<file path="src/rtl/kpd_pkg.sv">
// shared types, constants and codes for the key press duration classifier
// no dependencies

package kpd_pkg;

  // datapath widths
  localparam int unsigned KeyWidth   = 16;
  localparam int unsigned TimerWidth = 16;
  localparam int unsigned FlagWidth  = 5;
  localparam int unsigned CfgIdxWidth  = 2;
  localparam int unsigned CfgDataWidth = 16;

  // register reset values
  localparam logic [KeyWidth-1:0]   IdleKeyReset    = '0;
  localparam logic [TimerWidth-1:0] ShortReset      = TimerWidth'(100);
  localparam logic [TimerWidth-1:0] LongFirstReset  = TimerWidth'(2000);
  localparam logic [TimerWidth-1:0] LongSecondReset = TimerWidth'(5000);

  // saturation point of the hold timer
  localparam logic [TimerWidth-1:0] TimerMax = '1;

  // flag bit positions
  localparam int unsigned FlRelease    = 0;
  localparam int unsigned FlShortOn    = 1;
  localparam int unsigned FlLongFirst  = 2;
  localparam int unsigned FlLongSecond = 3;
  localparam int unsigned FlShortOff   = 4;

  // request kinds
  typedef enum logic [1:0] {
    KindTick  = 2'd0,
    KindSet   = 2'd1,
    KindClear = 2'd2
  } kind_e;

  // press phases
  typedef enum logic [1:0] {
    PhIdle     = 2'd0,
    PhPressed  = 2'd1,
    PhReleased = 2'd2,
    PhTimeout  = 2'd3
  } phase_e;

  // configuration register indexes
  typedef enum logic [CfgIdxWidth-1:0] {
    CfgIdleKey    = 2'd0,
    CfgShort      = 2'd1,
    CfgLongFirst  = 2'd2,
    CfgLongSecond = 2'd3
  } cfg_idx_e;

  // configuration register bank
  typedef struct packed {
    logic [KeyWidth-1:0]   idle_key;
    logic [TimerWidth-1:0] short_thr;
    logic [TimerWidth-1:0] long_first_thr;
    logic [TimerWidth-1:0] long_second_thr;
  } cfg_t;

  // one result item
  typedef struct packed {
    logic [KeyWidth-1:0]   current_key;
    logic [KeyWidth-1:0]   released_key;
    logic [1:0]            press_state;
    logic [TimerWidth-1:0] held_ticks;
    logic [FlagWidth-1:0]  event_flags;
    logic                  mask_all_set;
  } result_t;

endpackage

</file>
<file path="src/rtl/kpd_cfg_regs.sv">
// configuration register bank of the key press duration classifier
// depends on kpd_pkg

module kpd_cfg_regs import kpd_pkg::*; (
  input  logic                    clk_i,
  input  logic                    rst_ni,
  input  logic                    cfg_we_i,
  input  logic [CfgIdxWidth-1:0]  cfg_idx_i,
  input  logic [CfgDataWidth-1:0] cfg_data_i,
  output cfg_t                    cfg_o
);

  cfg_t cfg_q;

  // register writes by index
  always_ff @(posedge clk_i or negedge rst_ni) begin
    if (!rst_ni) begin
      cfg_q.idle_key        <= IdleKeyReset;
      cfg_q.short_thr       <= ShortReset;
      cfg_q.long_first_thr  <= LongFirstReset;
      cfg_q.long_second_thr <= LongSecondReset;
    end else if (cfg_we_i) begin
      case (cfg_idx_e'(cfg_idx_i))
        CfgIdleKey:    cfg_q.idle_key        <= cfg_data_i[KeyWidth-1:0];
        CfgShort:      cfg_q.short_thr       <= cfg_data_i[TimerWidth-1:0];
        CfgLongFirst:  cfg_q.long_first_thr  <= cfg_data_i[TimerWidth-1:0];
        CfgLongSecond: cfg_q.long_second_thr <= cfg_data_i[TimerWidth-1:0];
        default: ;
      endcase
    end
  end

  assign cfg_o = cfg_q;

endmodule

</file>
<file path="src/rtl/kpd_press_fsm.sv">
// press tracking state and per-request update logic
// depends on kpd_pkg

module kpd_press_fsm import kpd_pkg::*; (
  input  logic                  clk_i,
  input  logic                  rst_ni,
  input  cfg_t                  cfg_i,
  input  logic                  req_i,
  input  logic [1:0]            kind_i,
  input  logic [KeyWidth-1:0]   key_code_i,
  input  logic                  power_on_i,
  input  logic [FlagWidth-1:0]  event_mask_i,
  output result_t               result_o
);

  logic [KeyWidth-1:0]   last_key_q, last_key_d;
  logic [KeyWidth-1:0]   rel_key_q, rel_key_d;
  phase_e                phase_q, phase_d;
  logic [TimerWidth-1:0] hold_q, hold_d;
  logic [FlagWidth-1:0]  flags_q, flags_d;

  // next state for one request
  always_comb begin
    last_key_d = last_key_q;
    rel_key_d  = rel_key_q;
    phase_d    = phase_q;
    hold_d     = hold_q;
    flags_d    = flags_q;
    case (kind_e'(kind_i))
      KindTick: begin
        // key change: new press or release
        if (key_code_i != last_key_q) begin
          last_key_d = key_code_i;
          if (key_code_i != cfg_i.idle_key) begin
            phase_d = PhPressed;
            hold_d  = '0;
            flags_d = '0;
          end else begin
            rel_key_d = last_key_q;
            if (hold_q > cfg_i.short_thr) begin
              phase_d = PhReleased;
              flags_d[FlRelease] = 1'b1;
            end else begin
              phase_d = PhIdle;
            end
          end
        end
        // timing while held
        if (phase_d == PhPressed) begin
          if (hold_d != TimerMax) begin
            hold_d = hold_d + TimerWidth'(1);
          end
          if (power_on_i) begin
            if (hold_d == cfg_i.long_second_thr) begin
              flags_d[FlLongSecond] = 1'b1;
            end else if (hold_d == cfg_i.long_first_thr) begin
              flags_d[FlLongFirst] = 1'b1;
            end else if (hold_d == cfg_i.short_thr) begin
              flags_d[FlShortOn] = 1'b1;
            end
          end else if (hold_d == cfg_i.short_thr) begin
            flags_d[FlShortOff] = 1'b1;
          end
          if (hold_d > cfg_i.long_second_thr) begin
            phase_d = PhTimeout;
          end
        end
      end
      KindSet:   flags_d = flags_q | event_mask_i;
      KindClear: flags_d = flags_q & ~event_mask_i;
      default: ;
    endcase
  end

  // result of this request
  always_comb begin
    result_o.current_key  = last_key_d;
    result_o.released_key = rel_key_d;
    result_o.press_state  = phase_d;
    result_o.held_ticks   = hold_d;
    result_o.event_flags  = flags_d;
    result_o.mask_all_set = ((flags_d & event_mask_i) == event_mask_i);
  end

  // state update on accepted request
  always_ff @(posedge clk_i or negedge rst_ni) begin
    if (!rst_ni) begin
      last_key_q <= '0;
      rel_key_q  <= '0;
      phase_q    <= PhIdle;
      hold_q     <= '0;
      flags_q    <= '0;
    end else if (req_i) begin
      last_key_q <= last_key_d;
      rel_key_q  <= rel_key_d;
      phase_q    <= phase_d;
      hold_q     <= hold_d;
      flags_q    <= flags_d;
    end
  end

endmodule

</file>
<file path="src/rtl/kpd_out_buf.sv">
// two-entry result queue between the update logic and the output channel
// depends on kpd_pkg

module kpd_out_buf import kpd_pkg::*; (
  input  logic    clk_i,
  input  logic    rst_ni,
  input  logic    push_i,
  input  result_t data_i,
  output logic    full_o,
  output logic    valid_o,
  input  logic    stall_i,
  output result_t data_o
);

  logic [1:0] cnt_q, cnt_d;
  result_t    slot0_q, slot1_q;
  logic       pop;

  assign valid_o = (cnt_q != 2'd0);
  assign full_o  = (cnt_q == 2'd2);
  assign pop     = valid_o && !stall_i;
  assign data_o  = slot0_q;

  // fill count
  always_comb begin
    cnt_d = cnt_q;
    if (push_i && !pop) begin
      cnt_d = cnt_q + 2'd1;
    end else if (pop && !push_i) begin
      cnt_d = cnt_q - 2'd1;
    end
  end

  always_ff @(posedge clk_i or negedge rst_ni) begin
    if (!rst_ni) begin
      cnt_q <= 2'd0;
    end else begin
      cnt_q <= cnt_d;
    end
  end

  // payload slots, head is slot0
  always_ff @(posedge clk_i) begin
    if (pop) begin
      if (push_i) begin
        if (cnt_q == 2'd1) begin
          slot0_q <= data_i;
        end else begin
          slot0_q <= slot1_q;
          slot1_q <= data_i;
        end
      end else begin
        slot0_q <= slot1_q;
      end
    end else if (push_i) begin
      if (cnt_q == 2'd0) begin
        slot0_q <= data_i;
      end else begin
        slot1_q <= data_i;
      end
    end
  end

endmodule

</file>
<file path="src/rtl/key_press_duration_classifier_core.sv">
// top level of the key press duration classifier
// depends on kpd_pkg, kpd_cfg_regs, kpd_press_fsm, kpd_out_buf

// Takes one request per clock while in_stall_o is low and returns exactly
// one result per request. A tick request carries the sampled key code and
// power state; set and clear requests modify the sticky event flags by
// mask. The state update and result are formed in the cycle of acceptance
// and registered in a two-entry output queue, so the input keeps accepting
// back to back while fewer than two results wait. in_stall_o rises only
// when both queue entries are occupied. Configuration writes take effect
// on the next edge and should be issued while idle.

module key_press_duration_classifier_core import kpd_pkg::*; (
  input  logic                    clk_i,
  input  logic                    rst_ni,
  // configuration
  input  logic                    cfg_we_i,
  input  logic [CfgIdxWidth-1:0]  cfg_idx_i,
  input  logic [CfgDataWidth-1:0] cfg_data_i,
  // request channel
  input  logic                    in_valid_i,
  output logic                    in_stall_o,
  input  logic [1:0]              in_kind_i,
  input  logic [KeyWidth-1:0]     in_key_code_i,
  input  logic                    in_power_on_i,
  input  logic [FlagWidth-1:0]    in_event_mask_i,
  // result channel
  output logic                    out_valid_o,
  input  logic                    out_stall_i,
  output logic [KeyWidth-1:0]     out_current_key_o,
  output logic [KeyWidth-1:0]     out_released_key_o,
  output logic [1:0]              out_press_state_o,
  output logic [TimerWidth-1:0]   out_held_ticks_o,
  output logic [FlagWidth-1:0]    out_event_flags_o,
  output logic                    out_mask_all_set_o
);

  cfg_t    cfg;
  result_t result;
  result_t head;
  logic    full;
  logic    req;

  assign in_stall_o = full;
  assign req        = in_valid_i && !full;

  kpd_cfg_regs u_cfg (
    .clk_i,
    .rst_ni,
    .cfg_we_i,
    .cfg_idx_i,
    .cfg_data_i,
    .cfg_o (cfg)
  );

  kpd_press_fsm u_fsm (
    .clk_i,
    .rst_ni,
    .cfg_i        (cfg),
    .req_i        (req),
    .kind_i       (in_kind_i),
    .key_code_i   (in_key_code_i),
    .power_on_i   (in_power_on_i),
    .event_mask_i (in_event_mask_i),
    .result_o     (result)
  );

  kpd_out_buf u_buf (
    .clk_i,
    .rst_ni,
    .push_i  (req),
    .data_i  (result),
    .full_o  (full),
    .valid_o (out_valid_o),
    .stall_i (out_stall_i),
    .data_o  (head)
  );

  // result fields
  assign out_current_key_o  = head.current_key;
  assign out_released_key_o = head.released_key;
  assign out_press_state_o  = head.press_state;
  assign out_held_ticks_o   = head.held_ticks;
  assign out_event_flags_o  = head.event_flags;
  assign out_mask_all_set_o = head.mask_all_set;

endmodule

</file>
<file path="config.mk">
export PLATFORM = sky130hd
export DESIGN_NAME = key_press_duration_classifier_core
export DESIGN_NICKNAME = d
export VERILOG_FILES = /design/src/rtl/kpd_pkg.sv /design/src/rtl/kpd_cfg_regs.sv /design/src/rtl/kpd_press_fsm.sv /design/src/rtl/kpd_out_buf.sv /design/src/rtl/key_press_duration_classifier_core.sv
export SDC_FILE = /design/constraint.sdc
export NUM_CORES = 1
export LEC_CHECK = 0
export ABC_AREA = 1
export CAP_MARGIN = 15
export CORE_ASPECT_RATIO = 2
export CORE_UTILIZATION = 40
export CTS_BUF_LIST = sky130_fd_sc_hd__clkbuf_4
export CTS_CLUSTER_DIAMETER = 200
export DETAILED_ROUTE_END_ITERATION = 7
export DONT_BUFFER_PORTS = 1
export GPL_ROUTABILITY_DRIVEN = 0
export MAX_ROUTING_LAYER = met4
export PLACE_DENSITY_LB_ADDON = 0.08
export SETUP_SLACK_MARGIN = 0.2
export SKIP_CTS_REPAIR_TIMING = 1
export SLEW_MARGIN = 10
export SYNTH_ARGS = -nofsm -noshare
export SYNTH_HDL_FRONTEND = slang
export SYNTH_HIERARCHICAL = 1
export SYNTH_SLANG_ARGS = --single-unit
</file>
<file path="constraint.sdc">
create_clock -name clk_i -period 13 [get_ports clk_i]
set_input_delay 2.6 -clock clk_i [delete_from_list [all_inputs] [get_ports clk_i]]
set_output_delay 2.6 -clock clk_i [all_outputs]
set_load 0.005 [all_outputs]
</file>
-- Word-level counts from Yosys, hierarchy flattened
Cells that the tools add are included.
- flip-flop bits (word level): 233
- latch bits: 0
- RAM bits: 0
- bits in read-only memories: 0
- bits of input ports: 47
- output and inout bits: 58
- memories: 0
- add/sub/neg operators: 3
- multipliers: 0
- divide/modulo/power cells: 0
- magnitude comparators: 2
- equal/unequal tests: 17
- shift operators: 0
- mux-type cells: 46
- bitwise gates (word level): 4
- reductions and logical operators: 21
- operator list (operator ; number):
    56-bit 2-to-1 mux ; 10
    16-bit 2-to-1 mux ; 13
    16-bit == test ; 3
    16-bit greater-than comparator ; 2
    16-bit inequality test ; 2
    2-bit 2-to-1 mux ; 10
    16-bit by 1-bit adder with 16-bit output, second input constant ; 1
    16-bit inequality test, second input constant ; 1
    5-bit one-hot mux with 3 select lines ; 1
    5-bit bitwise AND ; 2
    2-bit AND reduction ; 5
    2-bit by 1-bit == test with 1-bit output, second input constant ; 4
    2-bit == test, second input constant ; 4
    1-bit 2-to-1 mux ; 8
    4-bit 2-to-1 mux ; 2
    2-bit nonzero test ; 4
    2-bit zero test ; 3
    5-bit == test ; 1
    5-bit 2-to-1 mux ; 1
    5-bit inverter ; 1
    5-bit bitwise OR ; 1
    1-bit logical AND ; 4
    1-bit zero test ; 4
    3-bit 2-to-1 mux ; 1
    5 further kinds ; 5

-- Depth between registers and ports, before layout
- depth after elaboration: 20
- depth in mapped cells: 37

-- Hierarchy
The synthesis kept the hierarchy.
- modules (own cells, without submodules) (module ; instances ; cells an instance ; area each (µm²) ; sequential area each (µm²)):
    kpd_press_fsm ; 1 ; 1071 ; 6261.0 ; 1376.3
    kpd_out_buf ; 1 ; 329 ; 4403.0 ; 3413.3
    kpd_cfg_regs ; 1 ; 285 ; 2628.8 ; 1619.1
    key_press_duration_classifier_core ; 1 ; 2 ; 10.0 ; 0.0

-- Worst setup path after synthesis
No wires, ideal clock.
- path type: in2reg
- start: input port in_key_code_i[9]
- end: register u_buf.slot0_q (netlist bit u_buf/data_o[0]) (data pin)
- setup time: 0.130 ns
- arrival time: 6.173 ns
- data required time: 12.870 ns
- setup slack: 6.697 ns
- cell stages on the path: 32
- path buffers: 1
- cell sequence: inv_1 > nand2_1 > nand2_1 > nor2_1 > nand2_1 > nor2_4 > nand2_4 > nand2_4 > inv_2 > nor2_1 > ha_1 > nand2_1 > inv_1 > nand3_4 > nor2_4 > nand4_4 > buf_6 > nand2_1 > xor2_1 > inv_1 > ha_1 > nand4_1 > nor2_1 > nand2_1 > inv_1 > nand3_1 > a221o_1 > a22oi_1 > nand3_1 > nor2_1 > nand2_1 > nand2_1
- RTL lines (item ; line ; RTL):
    start: declaration ; key_press_duration_classifier_core.sv:24 ; input logic [KeyWidth-1:0] in_key_code_i,
    end signal: assignment ; kpd_out_buf.sv:47 ; slot0_q <= data_i;
    end signal: assignment ; kpd_out_buf.sv:49 ; slot0_q <= slot1_q;
    end signal: assignment ; kpd_out_buf.sv:53 ; slot0_q <= slot1_q;
    end: declaration ; kpd_out_buf.sv:16 ; result_t slot0_q, slot1_q;

==> results.md <==
* Setup Skew at 0.04212 ns
* Drt total wl at 41800 um
* Leak at 6.832 nW
* Die width at 131.0 um
* Setup slack, reg-to-reg at 7.23 ns
* Primary FF master, synth: edfxtp_1
* Largest net degree at the start of global routing at 122
* R2R depth at 32
* Synth cell types at 51
* CTS Root Cell: clkbuf_4
* Core Area at 32810 um2
* Nature of the critical path endpoint: register
* CP startpoint: in_key_code_i[9]
* Deepest clock path buffer count at 3
* Worst flop-to-flop path startpoint: u_cfg/cfg_o[50]$_DFFE_PN0P_
* DPL Wire Length at 30470 um
* Die H at 259.9 um
* Slew Viols, Final at 0
* Drt pass-1 iters at 6
* Via density at 5.186
* First-pass GRT wire length at 64520 um
* Depth of the CTS H-tree at 2
* Post-synthesis async set-or-reset flop share at 0.5193
* Register area at 6409 um2
* Count of final setup violators at 0
* Cell Count Post-Placement at 2058
* Worst slew pin tran at 0.9581 ns
* CP max stage cell: a221o_1
* Post-synth top area share at 0.2528
* ANT nets after route at 0
* Area growth syn-to-layout at 7.778%
* Layout cells sized above 1 at 0.1087
* EDFF count, synth at 112
* RSZ-0062 raised after global routing: false
* Worst slew margin at 0.3597
* Synth warnings at 6
* # fillers at 3333
* WP data required at 13.60 ns
* VDD IR max at 0.07198 mV
* Setup TNS at 0 ns
* Worst Hold Depth at 2
* Seq/Total Area, Yosys at 0.4818
* PortBufs at 0
* CP most frequent cell: nand2_1
* Initial Util at 0.4054
* Avg Cell Area, Syn at 7.885 um2
* Commonest cells after routing, fill and taps aside: 644 x nand2_1, 162 x inv_1, 134 x nand3_1
* Post-route insts no fill at 2163
* Post-route minimum period at 7.207 ns
* Clk_lat worst skew at 0.74 ns
* Mapped Area at 13300 um2
* Nets@finish at 1768
* Worst Path Max Fanout at 23
* Remaining DRCs at 0
* Status: completed
* Cells after Synth at 1687
* Largest cells by area after synthesis: edfxtp_1 25%, dfrtp_1 20%, nand2_1 18%
* GRT overflow at 0
* Critical path endpoint: u_buf/data_o[0]$_DFFE_PP_
* Worst R2R End: u_buf/data_o[0]$_DFFE_PP_
* Hold Path Class: register to register
* Yosys reg bits at 233
* Startpoint Class: input port
* CTS Sinks at 233
* CTS tree: done
* Multi-input gate area at 5856 um2
* Starting DRT DRC Count at 708
* Cell type with the highest aggregate area in the netlist: edfxtp_1
* I/O pins at 105
* Max frequency at 138.8 MHz
* CP arrival at 7.80 ns
* Period utilization at 0.5544
* Vias at 11220
* GRT Total Usage at 0.2635
* CTS buffer count at 55
* Final hold violation count at 0
* Synth Net Count at 1772
* Commonest non-fill, non-tap cell in the layout: nand2_1
* Vias in the first global route at 10940
* Reg clk slew, reported paths at 0.07 ns
* WS Path Type: input port to register
* CP max stage delay at 0.35 ns
* Die ar. at 34030 um2
* Max_cap viols at 0
* Power density over the cells at 171.7 nW/um2
* WL per Instance at 19.33 um
* Initial antenna violation count at 1
* Placement row count at 94
## stage by stage
| step | utilization | total power (W) | cell area (um2) | setup slack (ns) | hold slack, ns |
|---|---|---|---|---|---|
| floorplan | - | 0.001613 | 13300 | 6.697 | 0.4421 |
| global placement | 0.4129 | 0.001811 | 13550 | 5.281 | 0.4542 |
| detailed placement | 0.4129 | 0.001824 | 13550 | 5.119 | 0.4575 |
| CTS | 0.4369 | 0.002497 | 14340 | 5.894 | 0.4680 |
| global route | 0.4369 | 0.002630 | 14340 | 5.382 | 0.4827 |
| finish | 0.4369 | 0.002461 | 14340 | 5.793 | 0.4697 |
## per-layer routing
metal / vias to the layer above / wire (um) / part of all wire / track usage
met5: - / 0 / 0 / -
met4: 0 / 2306 / 0.055 / 0.1395
met3: 109 / 1635 / 0.039 / 0.03333
met2: 342 / 22210 / 0.53 / 0.4658
met1: 5241 / 15650 / 0.37 / 0.2810
li1: 5526 / - / - / -
## state kept, by name (all words and copies together), names as in the netlist
register,count
u_buf/slot1_q,56
u_fsm/hold_q,16
u_buf/data_o,56
u_buf/cnt_q,2
u_fsm/last_key_q,16
u_fsm/phase_q,2
u_cfg/cfg_o,64
u_fsm/flags_q,5
u_fsm/rel_key_q,16
## layout make-up
cell class	count	share of cell area
inverter	182	0.04765
multi-input combinational	1203	0.4084
antenna	1	0.0001745
clock inverter	15	0.008290
sequential	233	0.4470
tap	432	0.03770
clock buffer	89	0.04660
timing repair buffer	8	0.004189
## cell families (layout without fill, tap and decap cells)
| family | after synthesis | count (layout) | share of synthesized area |
|---|---|---|---|
| adders and majority gates | 38 | 38 | 0.03574 |
| AOI/OAI and AO/OA | 179 | 179 | 0.07308 |
| xor gates and xnor gates | 12 | 12 | 0.01053 |
| and+or+nand+nor | 974 | 974 | 0.3187 |
| buffers and inverters | 251 | 294 | 0.08023 |
| DFF | 233 | 233 | 0.4818 |
| other | 0 | 1 | 0 |
## worst max-delay path, delay by kind of cell
family	cells	cell delay (ns)
AO/OA/AOI/OAI	2	0.51
AND/OR/NAND/NOR	23	3.59
buffers and inverters	5	0.48
adder cells (fa/ha/maj)	2	0.62
## how the worst min path moves through the flow
stage                           startpoint                           to  slack, ns
2_1_floorplan  u_cfg/cfg_o[26]$_DFFE_PN1P_  u_cfg/cfg_o[26]$_DFFE_PN1P_       0.44
3_3_place_gp   u_cfg/cfg_o[26]$_DFFE_PN1P_  u_cfg/cfg_o[26]$_DFFE_PN1P_       0.45
3_5_place_dp   u_cfg/cfg_o[26]$_DFFE_PN1P_  u_cfg/cfg_o[26]$_DFFE_PN1P_       0.46
4_1_cts        u_cfg/cfg_o[26]$_DFFE_PN1P_  u_cfg/cfg_o[26]$_DFFE_PN1P_       0.47
5_1_grt        u_cfg/cfg_o[26]$_DFFE_PN1P_  u_cfg/cfg_o[26]$_DFFE_PN1P_       0.48
6_report       u_cfg/cfg_o[12]$_DFFE_PN1P_  u_cfg/cfg_o[12]$_DFFE_PN1P_       0.47
## cells in the mapped netlist (7+ instances only)
library cell,number
a21oi_1,46
buf_2,21
buf_4,8
buf_6,7
clkbuf_1,29
dfrtp_1,107
dfstp_2,14
edfxtp_1,112
ha_1,38
inv_1,162
inv_2,16
nand2_1,646
nand2_2,16
nand3_1,134
nand3_2,7
nand3b_1,8
nand4_1,53
nor2_1,79
nor2_2,9
o211ai_1,9
o21ai_0,109
## power breakdown
part           internal (W)  switching, W  leakage [nW]
registers           0.00106      0.000133          2.63
clock network      0.000350      0.000309         0.462
logic              0.000169      0.000441          3.74
(Power assumes the default switching activity.)
